[config.mk]
export PLATFORM = sky130hd
export DESIGN_NAME = mi3_fifo
export DESIGN_NICKNAME = d
export VERILOG_FILES = /design/src/rtl/mi3_pkg.sv /design/src/rtl/mi3_fifo.sv
export SDC_FILE = /design/constraint.sdc
export NUM_CORES = 1
export LEC_CHECK = 0
export BUFFER_PORTS_ARGS = -buffer_cell sky130_fd_sc_hd__buf_2
export CAP_MARGIN = 25
export CORE_ASPECT_RATIO = 1.1
export CORE_MARGIN = 8
export CORE_UTILIZATION = 40
export CTS_CLUSTER_DIAMETER = 80
export CTS_CLUSTER_SIZE = 25
export DETAILED_ROUTE_END_ITERATION = 8
export GPL_ROUTABILITY_DRIVEN = 0
export HOLD_SLACK_MARGIN = 0.06
export PLACE_DENSITY_LB_ADDON = 0.25
export SYNTH_ARGS = -nofsm -noshare
export SYNTH_HDL_FRONTEND = slang
export SYNTH_SLANG_ARGS = --single-unit
[constraint.sdc]
create_clock -name clk_i -period 2.3 [get_ports clk_i]
set_input_delay 0.23 -clock clk_i [delete_from_list [all_inputs] [get_ports clk_i]]
set_output_delay 0.23 -clock clk_i [all_outputs]
set_load 0.005 [all_outputs]
[src/rtl/mi3_pkg.sv]
// Shared types and constants for the 3x3 matrix inverse core.
`timescale 1ns / 1ps
`default_nettype none
package mi3_pkg;

  localparam int NUM_ELEM   = 9;
  localparam int FIFO_DEPTH = 4;
  localparam int FIFO_AW    = $clog2(FIFO_DEPTH);
  localparam int MUL_CHUNK  = 32;

  typedef logic [3:0] idx_t;

  // cofactor e = m[P]*m[Q] - m[R]*m[S], row-major element indexes
  localparam idx_t COF_P [NUM_ELEM] = '{4'd4, 4'd2, 4'd1, 4'd5, 4'd0, 4'd2, 4'd3, 4'd1, 4'd0};
  localparam idx_t COF_Q [NUM_ELEM] = '{4'd8, 4'd7, 4'd5, 4'd6, 4'd8, 4'd3, 4'd7, 4'd6, 4'd4};
  localparam idx_t COF_R [NUM_ELEM] = '{4'd7, 4'd8, 4'd4, 4'd8, 4'd6, 4'd5, 4'd6, 4'd7, 4'd3};
  localparam idx_t COF_S [NUM_ELEM] = '{4'd5, 4'd1, 4'd2, 4'd3, 4'd2, 4'd0, 4'd4, 4'd0, 4'd1};

  typedef struct packed {
    logic full;
    logic empty;
  } fifo_stat_t;

endpackage
`default_nettype wire

[src/rtl/mi3_fifo.sv]
// Small register queue between the front and back pipelines.
`timescale 1ns / 1ps
`default_nettype none
module mi3_fifo #(
  parameter int DATA_W = 8
) (
  input  logic                clk_i,
  input  logic                rst_ni,
  input  logic                push_i,
  input  logic [DATA_W-1:0]   data_i,
  input  logic                pop_i,
  output logic [DATA_W-1:0]   data_o,
  output mi3_pkg::fifo_stat_t stat_o
);

  localparam int AW = mi3_pkg::FIFO_AW;

  logic [DATA_W-1:0] mem_q [mi3_pkg::FIFO_DEPTH];
  logic [AW-1:0]     wp_q, rp_q;
  logic [AW:0]       cnt_q;

  assign stat_o.full  = (cnt_q == (AW+1)'(mi3_pkg::FIFO_DEPTH));
  assign stat_o.empty = (cnt_q == '0);
  assign data_o       = mem_q[rp_q];

  always_ff @(posedge clk_i or negedge rst_ni) begin
    if (!rst_ni) begin
      wp_q  <= '0;
      rp_q  <= '0;
      cnt_q <= '0;
    end else begin
      if (push_i) wp_q <= wp_q + 1'b1;
      if (pop_i)  rp_q <= rp_q + 1'b1;
      if (push_i && !pop_i) begin
        cnt_q <= cnt_q + 1'b1;
      end else if (pop_i && !push_i) begin
        cnt_q <= cnt_q - 1'b1;
      end
    end
  end

  always_ff @(posedge clk_i) begin
    if (push_i) mem_q[wp_q] <= data_i;
  end

endmodule
`default_nettype wire

=== Word-level counts from Yosys, hierarchy flattened ===
Memory sizes are Yosys's and may differ from the RTL's.
Cells that the tools add are included.

* Register bits after elaboration: 7
* RAM bits: 32
* Word-level logic and storage cells: 19
* Memories kept: 1

{| class="wikitable"
|+ Memory list
! memory !! depth !! width !! rd ports !! clocked after Yosys merged registers in !! write ports !! RTL line !! source
|-
| mem_q || 4 || 8 || 1 || 0 || 1 || mi3_fifo.sv:18 || <nowiki>logic [DATA_W-1:0] mem_q [mi3_pkg::FIFO_DEPTH];</nowiki>
|}

* $add $sub $neg: 4
* Reduce and logical (&&, ||, !) cells: 6
* Equality and inequality tests: 1
* Multiplexer cells: 4

{| class="wikitable"
|+ Operators with widths
! cell !! count
|-
| 3-bit two-way mux || 2
|-
| 2-bit by 1-bit adder with 2-bit output (second input constant) || 2
|-
| 3-bit by 1-bit adder with 3-bit output (second input constant) || 1
|-
| 3-bit == test (second input constant) || 1
|-
| 3-bit logical NOT || 1
|-
| 3-bit by 1-bit subtractor with 3-bit output (second input constant) || 1
|-
| 1-bit logical AND || 2
|-
| 1-bit logical NOT || 2
|-
| 1-bit two-way mux || 2
|-
| 2-bit nonzero test || 1
|}

=== Logic depth before layout (Yosys ltp) ===
Gate-level depths: netlist of the first run.

* Depth in word-level cells: 4
* Depth in mapped cells: 7

=== Worst setup path after synthesis of the first run ===
Ideal clock, no wire load.

* Path type: register to register
* Start point: register cnt_q[0]
* End point: register cnt_q[2]
* Period minus slack after synthesis: 1.316 ns
* Data required time: 2.221 ns
* Stages on the path, launching flop included: 5
* Slack: 0.984 ns
* Data arrival time: 1.237 ns
* Path through: dfrtp_1 > fa_1 > xor2_1 > nor2_1 > xor2_1

* Word-level cells in the longest chain between the ends: 3
* Elaborated cells on any way between the ends: 4
* Classes of those cells: 2 x add/sub; 2 x mux

{| class="wikitable"
|+ Ends and longest elaborated chain
! element !! RTL line !! source
|-
| start, declared || mi3_fifo.sv:20 || <nowiki>logic [AW:0] cnt_q;</nowiki>
|-
| start signal, assigned || mi3_fifo.sv:35 || <nowiki>cnt_q <= cnt_q + 1'b1;</nowiki>
|-
| start signal, assigned || mi3_fifo.sv:37 || <nowiki>cnt_q <= cnt_q - 1'b1;</nowiki>
|-
| 3-bit by 1-bit subtractor with 3-bit output || mi3_fifo.sv:37 ||
|-
| 3-bit two-way mux || mi3_fifo.sv:36 || <nowiki>end else if (pop_i && !push_i) begin</nowiki>
|-
| 3-bit two-way mux * || mi3_fifo.sv:34 || <nowiki>if (push_i && !pop_i) begin</nowiki>
|}

Mark *: on every way between the ends. The rest lies on a longest branch, timed or not. The select of a mux whose other input is x is not followed.
A chain may end at the register's enable or synchronous reset.

=== Worst setup path after layout of the first run ===
* Start point: register rp_q[0]
* End point: output port data_o[6]

* Word-level cells in the longest chain between the ends: 1

{| class="wikitable"
|+ Ends and longest elaborated chain
! element !! RTL line !! source
|-
| start, declared || mi3_fifo.sv:19 || <nowiki>logic [AW-1:0] wp_q, rp_q;</nowiki>
|-
| start signal, assigned || mi3_fifo.sv:33 || <nowiki>if (pop_i) rp_q <= rp_q + 1'b1;</nowiki>
|-
| memory 4 x 8 bit || n/a ||
|-
| end, declared || mi3_fifo.sv:12 || <nowiki>output logic [DATA_W-1:0] data_o,</nowiki>
|}

No other way between the ends.

==> results of run 1 <==
-- power groups by stage --
stage          combinational (uW)  sequential, uW  clock [uW]
2_1_floorplan                 440            1020           0
3_3_place_gp                  525            1110           0
3_5_place_dp                  539            1130           0
4_1_cts                       542            1110         555
5_1_grt                       596            1140         590
6_report                      525            1100         539
-- sequential cells by signal, summed over array words and instances (netlist names) --
name	count
cnt_q	3
wp_q	2
rp_q	2
mem_q	32
-- cell usage in the layout, fill, tap and decap left out, types with 2 or more instances in the layout --
| master | instances |
|---|---|
| edfxtp_1 | 32 |
| buf_2 | 21 |
| mux4_2 | 8 |
| dfrtp_1 | 7 |
| ha_1 | 5 |
| clkbuf_8 | 5 |
| inv_1 | 4 |
| and2_1 | 4 |
| xor2_1 | 4 |
| xnor2_1 | 2 |
| nand2_1 | 2 |
-- layout make-up --
cell class              count  area share, %
clock buffers               5           3.79
well taps                  50           3.44
inverters                   4          0.826
flip-flops and latches     39           62.5
repair buffers             22           6.34
clock inverters             3           2.13
multi-input cells          31           20.9
-- worst register-to-register path: stages (launching register included) --
cell and delay [ns]:
dfrtp_1 0.43, inv_1 0.10, ha_1 0.15, and2_1 0.39
-- metal layers --
layer  GRT usage, %  wire, um  vias up
met4           4.62        29        0
met3           3.82       135        4
met5              0         0        -
met2           15.6      1340       16
li1               -         -      340
met1           9.63       922      360
-- path summary, 6_finish.rpt --
check,slack (ns),endpoint,depth (start not counted),start
max in group asynchronous,1.85,cnt_q[2],2,rst_ni
max reg2reg,0.87,mem_q[0][2],3,wp_q[0]
max,0.35,data_o[6],2,rp_q[0]
min,0.16,mem_q[2][7],1,data_i[7]
min reg2reg,0.49,cnt_q[2],1,cnt_q[2]
min in group asynchronous,0.30,cnt_q[1],2,rst_ni
-- cell families after synthesis --
group	count (synthesis)	synth area share, %
adder cells (fa/ha/maj)	6	5.34
AND/OR/NAND/NOR	9	3.15
flip-flops	39	73.4
XOR/XNOR	6	3.40
AO/OA/AOI/OAI	1	0.323
multiplexers	9	12.4
buffers and inverters	6	2.02
-- synthesized netlist by cell type, types with 2 or more instances --
library cell	n	area, um^2
dfrtp_1	7	175
and2_1	4	25.0
edfxtp_1	32	961
inv_1	4	15.0
xor2_1	4	35.0
mux4_2	8	180
ha_1	5	62.6
xnor2_1	2	17.5
nand2_1	2	7.51
-- per-stage QoR --
| step | std cells | hold slack [ns] |
|---|---|---|
| 5_1_grt | 154 | 0.139 |
| 3_5_place_dp | 145 | 0.0708 |
| 2_1_floorplan | 76 | -0.0656 |
| 3_3_place_gp | 145 | 0.0726 |
| 6_report | 154 | 0.157 |
| 4_1_cts | 154 | 0.147 |
-- timing repair --
action	4_1_cts	5_1_grt
hold buffers	1	0
setup buffers	0	0
setup endpoints to repair	0	0
gates resized for setup	0	0
endpoints found under the hold margin	7	0
==> flow_summary.ini, run 1 <==
[outcome]
outcome = complete, no violations

[clocking]
clockBufferDepth = 2
cts_tree = built
cts.sinks = 39
numCtsBuffers = 5
worstSkewPairLatency_ns = 0.28
clkSlewWorstSetupHoldPaths_ns = 0.07
root_buffer = clkbuf_8
htree_levels = 2

[worst_setup_path]
critPathKind = flip-flop to output pin
worst-path-buf-inv = 1
start_kind = flip-flop
endpoint_kind = output pin
required_ns = 2.07
slowest_delay_ns = 0.71
crit_family = flip-flops
path_cells = mux4_2 > buf_2
cp_slowest_cell = dfrtp_1
cp_data_arrival_time_ns = 1.72
critPathMaxFanout = 10

[grt]
grt_pass1_vias = 802
overflow = 0
grt_max_degree = 13
antenna_found_initial = 0
grt_pass1_wl_um = 3920
track_usage_pct = 9.22

[finish]
layout-area-overhead-vs-synth_pct = 17.4
nets = 121
drive_above_1_share_pct = 35.6
seqCellArea_um2 = 1140
multiInputGateArea_um2 = 380
final_core_util_pct = 49.3
fin_area_um2 = 1820
num_antenna_cells = 0
fillCellCount = 348

[floorplan]
rows = 23
die_w_um = 75.3
coreArea_um2 = 3680
start_util_pct = 42.0
die_area_um2 = 6120
ios = 22
die_h_um = 81.2

[route]
wl_per_cell_um = 15.8
vias = 720
dr.first_iter.drc_count = 21
routed_wl_um = 2430
ant_nets = 0
drc = 0
viasPerCell = 4.68
drt-pass1-iter-count = 4

[power_and_ir_drop]
powerDensity_nw_per_um2 = 1190
leakage_uw = 0.000683
pwr-share-seq_pct = 50.8
p_total_uw = 2160
peakVddDrop_v = 0.000615
p_int_uw = 1570
p_clk_share_pct = 24.9
power_frac_comb_pct = 24.2
p_sw_share_pct = 27.3
netSwitchingPower_uw = 592

[sta]
finalSetupViolCount = 0
fin_skew_ns = 0.00365
period_share_pct = 84.7
tightest_slew_ns = 0.583
rsz0062_at_grt = false
finalMaxSlewViolations = 0
fin_ws_ns = 0.352
fin_setup_tns_ns = 0
clock.fmax_ghz = 0.513
slew_headroom_pct = 61.1
period_minus_slack_ns = 1.95
hold_violations = 0

[synthesis]
synthCells = 76
seq_area_frac_synth_pct = 73.4
synth_edf_count = 32
ys_seq_elements = 39
avgSynthCellArea_um2 = 20.4
postSynth.asyncResetShare_pct = 17.9
synth_fp_nets = 94
ys.warnings.count = 0
ys_dominant_reg_cell = edfxtp_1
yosysUniqueCellTypes = 17
syn_area_um2 = 1550

[place]
postPlaceCellArea_um2 = 1700
dp_slack_ns = 0.581
hpwl_um = 1690
io_buffers = 21

[run]
max_cap_viol_count = 0

[hold_path]
min_path_type = primary input to flip-flop
(Power assumes the default switching activity.)
==> run 2: changes to the inputs <==
--- a/config.mk
+++ b/config.mk
@@ -5,6 +5,7 @@
 export SDC_FILE = /design/constraint.sdc
 export NUM_CORES = 1
 export LEC_CHECK = 0
+export ABC_AREA = 1
 export BUFFER_PORTS_ARGS = -buffer_cell sky130_fd_sc_hd__buf_2
 export CAP_MARGIN = 25
 export CORE_ASPECT_RATIO = 1.1
==> constraint.sdc (replaced) <==
create_clock -name clk_i -period 2 [get_ports clk_i]
set_input_delay 0.2 -clock clk_i [delete_from_list [all_inputs] [get_ports clk_i]]
set_output_delay 0.2 -clock clk_i [all_outputs]
set_load 0.005 [all_outputs]
==> flow_summary.ini, run 2 <==
[sta]
slew_headroom_pct = 72.6
rsz0062_at_grt = false
fin_setup_tns_ns = 0
clock.fmax_ghz = 0.657
whs_ns = 0.118
finalMaxSlewViolations = 0
period_minus_slack_ns = 1.52
fin_skew_ns = 0.00851
finalSetupViolCount = 0
hold_violations = 0
tightest_slew_ns = 0.411
period_share_pct = 76.1

[floorplan]
die_h_um = 84.5
die_w_um = 78.3
die_area_um2 = 6620
start_util_pct = 40.7
ios = 22
rows = 25
coreArea_um2 = 4190

[synthesis]
yosysMostFrequentCell = nand2_1
yosysUniqueCellTypes = 18
ys.warnings.count = 0
avgSynthCellArea_um2 = 12.1
yosysTopAreaCell = edfxtp_1
ys_seq_elements = 39
postSynth.asyncResetShare_pct = 17.9
synthCells = 141
synthTopCellsByArea = edfxtp_1, dfrtp_1, nand2_1
syn_area_um2 = 1710
synth_fp_nets = 159
ys_dominant_reg_cell = edfxtp_1
synthTopCellsByCount = nand2_1, edfxtp_1, inv_1
seq_area_frac_synth_pct = 66.6
synth_edf_count = 32
yosys.area.top_type_share_pct = 56.3

[worst_setup_path]
required_ns = 1.80
rr_startpoint = wp_q[1]
critPathMaxFanout = 9
critPathKind = flip-flop to output pin
cp_data_arrival_time_ns = 1.32
r2r-end = mem_q[1][6]
reg2reg_slack_ns = 0.64
start_kind = flip-flop
ff2ff_path_depth = 4
endpoint_kind = output pin

[route]
drt-pass1-iter-count = 3
drc = 0
dr.first_iter.drc_count = 65
vias = 1015
routed_wl_um = 2980
viasPerCell = 4.59
ant_nets = 0
wl_per_cell_um = 13.5

[power_and_ir_drop]
pwr-share-seq_pct = 44.7
powerDensity_nw_per_um2 = 1390
p_int_uw = 1810
p_sw_share_pct = 33.3
netSwitchingPower_uw = 906
p_clk_share_pct = 23.7
power_frac_comb_pct = 31.6
leakage_uw = 0.000876
peakVddDrop_v = 0.000679

[grt]
antenna_found_initial = 0
grt_pass1_wl_um = 5060
overflow = 0
grt_pass1_vias = 1088
track_usage_pct = 9.86
grt_max_degree = 19

[finish]
top_register = mem_q
layout_commonest_cell = nand2_1
mostFrequentLayoutCells = nand2_1, edfxtp_1, inv_1, buf_2, o211ai_1
drive_above_1_share_pct = 19.8
fin_area_um2 = 1960
layout-area-overhead-vs-synth_pct = 15.0
nets = 184
fillCellCount = 408
largest_register_ffs = 32
num_antenna_cells = 0
largestRegisters = mem_q x32, cnt_q x3

[outcome]
outcome = complete, no violations

[clocking]
root_buffer = clkbuf_8
clockBufferDepth = 2
cts_setup_buffers = 0
numCtsBuffers = 5
cts.sinks = 39
worstSkewPairLatency_ns = 0.29
cts_tree = built
htree_levels = 2
clkSlewWorstSetupHoldPaths_ns = 0.07

[run]
max_cap_viol_count = 0

[hold_path]
hp-start = pop_i
min_path_type = primary input to flip-flop
hold_path_depth = 2
whs_endpoint = rp_q[0]

[place]
postPlaceCellArea_um2 = 1840
hpwl_um = 2130
io_buffers = 21
-- run 2: cell types whose count changed in the layout (fill, tap and decap cells not counted), moves of 2 or more --
| cell | previous run | this run |
|---|---|---|
| and2_1 | 4 | 0 |
| buf_4 | 0 | 2 |
| inv_1 | 4 | 27 |
| mux4_2 | 8 | 0 |
| nand2_1 | 2 | 37 |
| o211ai_1 | 0 | 15 |
-- run 2: timing repair --
action / in CTS / in global routing
hold buffers: 1 / 0
gates resized for setup: 0 / 0
endpoints found under the hold margin: 7 / 0
-- run 2: worst max-delay path by stage --
| stage | start | to | slack (ns) | cells past startpoint |
|---|---|---|---|---|
| 4_1_cts | rp_q[1] | data_o[3] | 0.43 | 4 |
| 6_report | rp_q[1] | data_o[3] | 0.48 | 4 |
| 3_5_place_dp | push_i | cnt_q[2] | 0.58 | 8 |
| 3_3_place_gp | wp_q[1] | mem_q[1][2] | 0.67 | 4 |
| 5_1_grt | rp_q[1] | data_o[2] | 0.35 | 4 |
| 2_1_floorplan | cnt_q[0] | cnt_q[2] | 0.81 | 5 |
-- run 2: logic make-up after synthesis --
| kind of cell | count (synthesis) | share of synthesized area [%] |
|---|---|---|
| AO/OA/AOI/OAI | 17 | 7.62 |
| flip-flops | 39 | 66.6 |
| XOR/XNOR | 4 | 2.05 |
| buffers and inverters | 34 | 9.53 |
| AND/OR/NAND/NOR | 41 | 9.38 |
| adder cells (fa/ha/maj) | 6 | 4.84 |
-- run 2: final cells by class --
cell class	count	area [um^2]	area share (%)
clock inverter	3	43.8	2.23
timing repair buffer	24	130	6.63
clock buffer	5	68.8	3.51
inverter	28	108	5.48
multi-input combinational	68	408	20.8
tap	54	67.6	3.44
sequential	39	1140	57.9
-- run 2: routing by layer --
metal / routed length [um] / global-route usage, % / share of wire (%) / vias to the layer above
met2: 1510 / 16.4 / 51 / 16
li1: - / - / - / 511
met5: 0 / 0 / 0 / -
met4: 32 / 3.54 / 1.1 / 0
met3: 136 / 4.06 / 4.6 / 4
met1: 1300 / 11.0 / 44 / 484
-- run 2: worst max-delay path, cell delays in order (launching register included) --
cell and delay (ns):
dfrtp_1 0.58, inv_4 0.12, o211ai_1 0.12, nand2_1 0.08, buf_2 0.13
-- run 2: power by group through the flow --
stage / combinational (uW) / sequential (uW) / clock, uW
floorplan: 673 / 1170 / 0
CTS: 888 / 1220 / 664
finish: 859 / 1220 / 646
global route: 998 / 1240 / 702
detailed placement: 884 / 1230 / 0
global placement: 839 / 1230 / 0
-- run 2: metrics by stage --
stage | setup WS [ns] | cells | total power (uW) | util [%]
2_1_floorplan | 0.808 | 141 | 1850 | -
3_3_place_gp | 0.672 | 212 | 2070 | 43.9
3_5_place_dp | 0.582 | 212 | 2120 | 43.9
4_1_cts | 0.434 | 221 | 2770 | 46.8
5_1_grt | 0.346 | 221 | 2940 | 46.8
6_report | 0.477 | 221 | 2720 | 46.8
==> run 3: changes to the inputs <==
==> constraint.sdc (replaced) <==
create_clock -name clk_i -period 1.4 [get_ports clk_i]
set_input_delay 0.14 -clock clk_i [delete_from_list [all_inputs] [get_ports clk_i]]
set_output_delay 0.14 -clock clk_i [all_outputs]
set_load 0.005 [all_outputs]
==> flow_summary.ini, run 3 (synthesis gave the netlist of run 2 again) <==
[grt]
overflow = 0
grt_max_degree = 35
grt_pass1_wl_um = 5050
antenna_found_initial = 0
grt_pass1_vias = 1085
track_usage_pct = 9.93

[floorplan]
die_w_um = 78.3
ios = 22
die_h_um = 84.5
coreArea_um2 = 4190
rows = 25
start_util_pct = 40.7
die_area_um2 = 6620

[clocking]
htree_levels = 2
numCtsBuffers = 5
clockBufferDepth = 2
cts_setup_buffers = 0
root_buffer = clkbuf_8
worstSkewPairLatency_ns = 0.28
cts.sinks = 39
cts_tree = built
clkSlewWorstSetupHoldPaths_ns = 0.07

[sta]
period_minus_slack_ns = 1.39
clock.fmax_ghz = 0.718
hold_violations = 0
fin_setup_tns_ns = 0
rsz0062_at_grt = true
fin_skew_ns = 0.00464
tightest_slew_ns = 0.196
slew_headroom_pct = 86.9
finalSetupViolCount = 0
period_share_pct = 99.4
finalMaxSlewViolations = 0

[place]
hpwl_um = 2220
io_buffers = 21
postPlaceCellArea_um2 = 1930
dpl.cell_count = 216

[hold_path]
hp-start = data_i[1]
min_path_type = primary input to flip-flop
hold_path_depth = 1

[worst_setup_path]
cp_data_arrival_time_ns = 1.25
reg2reg_slack_ns = 0.09
critPathKind = flip-flop to output pin
cp-startpoint = rp_q[0]
critPathMaxFanout = 34
endpoint_kind = output pin
rr_startpoint = cnt_q[0]
start_kind = flip-flop
required_ns = 1.26
ff2ff_path_depth = 5

[run]
max_cap_viol_count = 0

[route]
ant_nets = 0
wl_per_cell_um = 13.5
dr.first_iter.drc_count = 43
routed_wl_um = 3060
drt-pass1-iter-count = 4
drc = 0
viasPerCell = 4.62
vias = 1044

[finish]
multiInputGateArea_um2 = 408
top_register = mem_q
layout-area-overhead-vs-synth_pct = 19.9
layout_commonest_cell = nand2_1
stdcell_count = 226
fin_area_um2 = 2050
num_antenna_cells = 0
mostFrequentLayoutCells = nand2_1, edfxtp_1, inv_1, buf_2, o211ai_1
seqCellArea_um2 = 1140
largest_register_ffs = 32
drive_above_1_share_pct = 22.1
nets = 189
largestRegisters = mem_q x32, cnt_q x3
fillCellCount = 406

[outcome]
outcome = complete, no violations

[power_and_ir_drop]
leakage_uw = 0.000906
peakVddDrop_v = 0.000793
powerDensity_nw_per_um2 = 1920
-- run 3: changes by cell type in the layout (fill, tap and decap cells not counted), sizes merged --
cell	before	now
buf	23	27
clkbuf	5	7
clkinv	2	1
dlygate4sd3	1	2
bufinv	1	0
-- run 3: final cells by class --
class	count	area share, %
Tap cell	54	3.30
Multi-Input combinational cell	68	19.9
Sequential cell	39	55.7
Clock inverter	1	0.245
Inverter	28	5.26
Timing Repair Buffer	29	11.4
Clock buffer	7	4.22
-- run 3: worst paths after layout --
kind | endpoint
setup / recovery | data_o[3]
hold / removal | mem_q[1][1]
setup reg to reg | cnt_q[2]
hold reg to reg | cnt_q[0]
max in group asynchronous | rp_q[1]
min in group asynchronous | wp_q[0]
-- run 3: power breakdown --
group | total [uW] | switching (uW) | internal (uW)
combinational | 1430 | 772 | 654
clock | 753 | 356 | 397
sequential | 1740 | 179 | 1560
-- run 3: repair_timing --
action | in CTS | in global routing
endpoints found under the setup margin | 8 | 9
gates resized for setup | 1 | 1
pin swaps | 1 | 2
hold buffers | 2 | 0
hold endpoints to repair | 11 | 0
-- run 3: metrics by stage --
stage | power (uW) | setup slack (ns) | util [%] | hold slack [ns]
after global routing | 4210 | -0.0880 | 48.8 | 0.0631
after detailed placement | 3230 | 0.0262 | 46.1 | -0.0124
after global placement | 3150 | 0.136 | 46.1 | -0.0182
after floorplan | 2640 | 0.208 | - | -0.156
after CTS | 3990 | -0.0195 | 48.8 | 0.0625
final | 3920 | 0.00803 | 48.8 | 0.0706
-- run 3: per-layer routing --
layer	global-route usage, %	part of all wire (%)
met1	9.95	39
met2	18.1	54
met3	3.95	5.6
met4	3.04	0.95
met5	0	0
-- run 3: critical path, cell delays in order, from the launching register on --
cell      delay, ns
dfrtp_1        0.40
buf_12         0.17
o211ai_1       0.18
nand2_1        0.08
buf_2          0.13
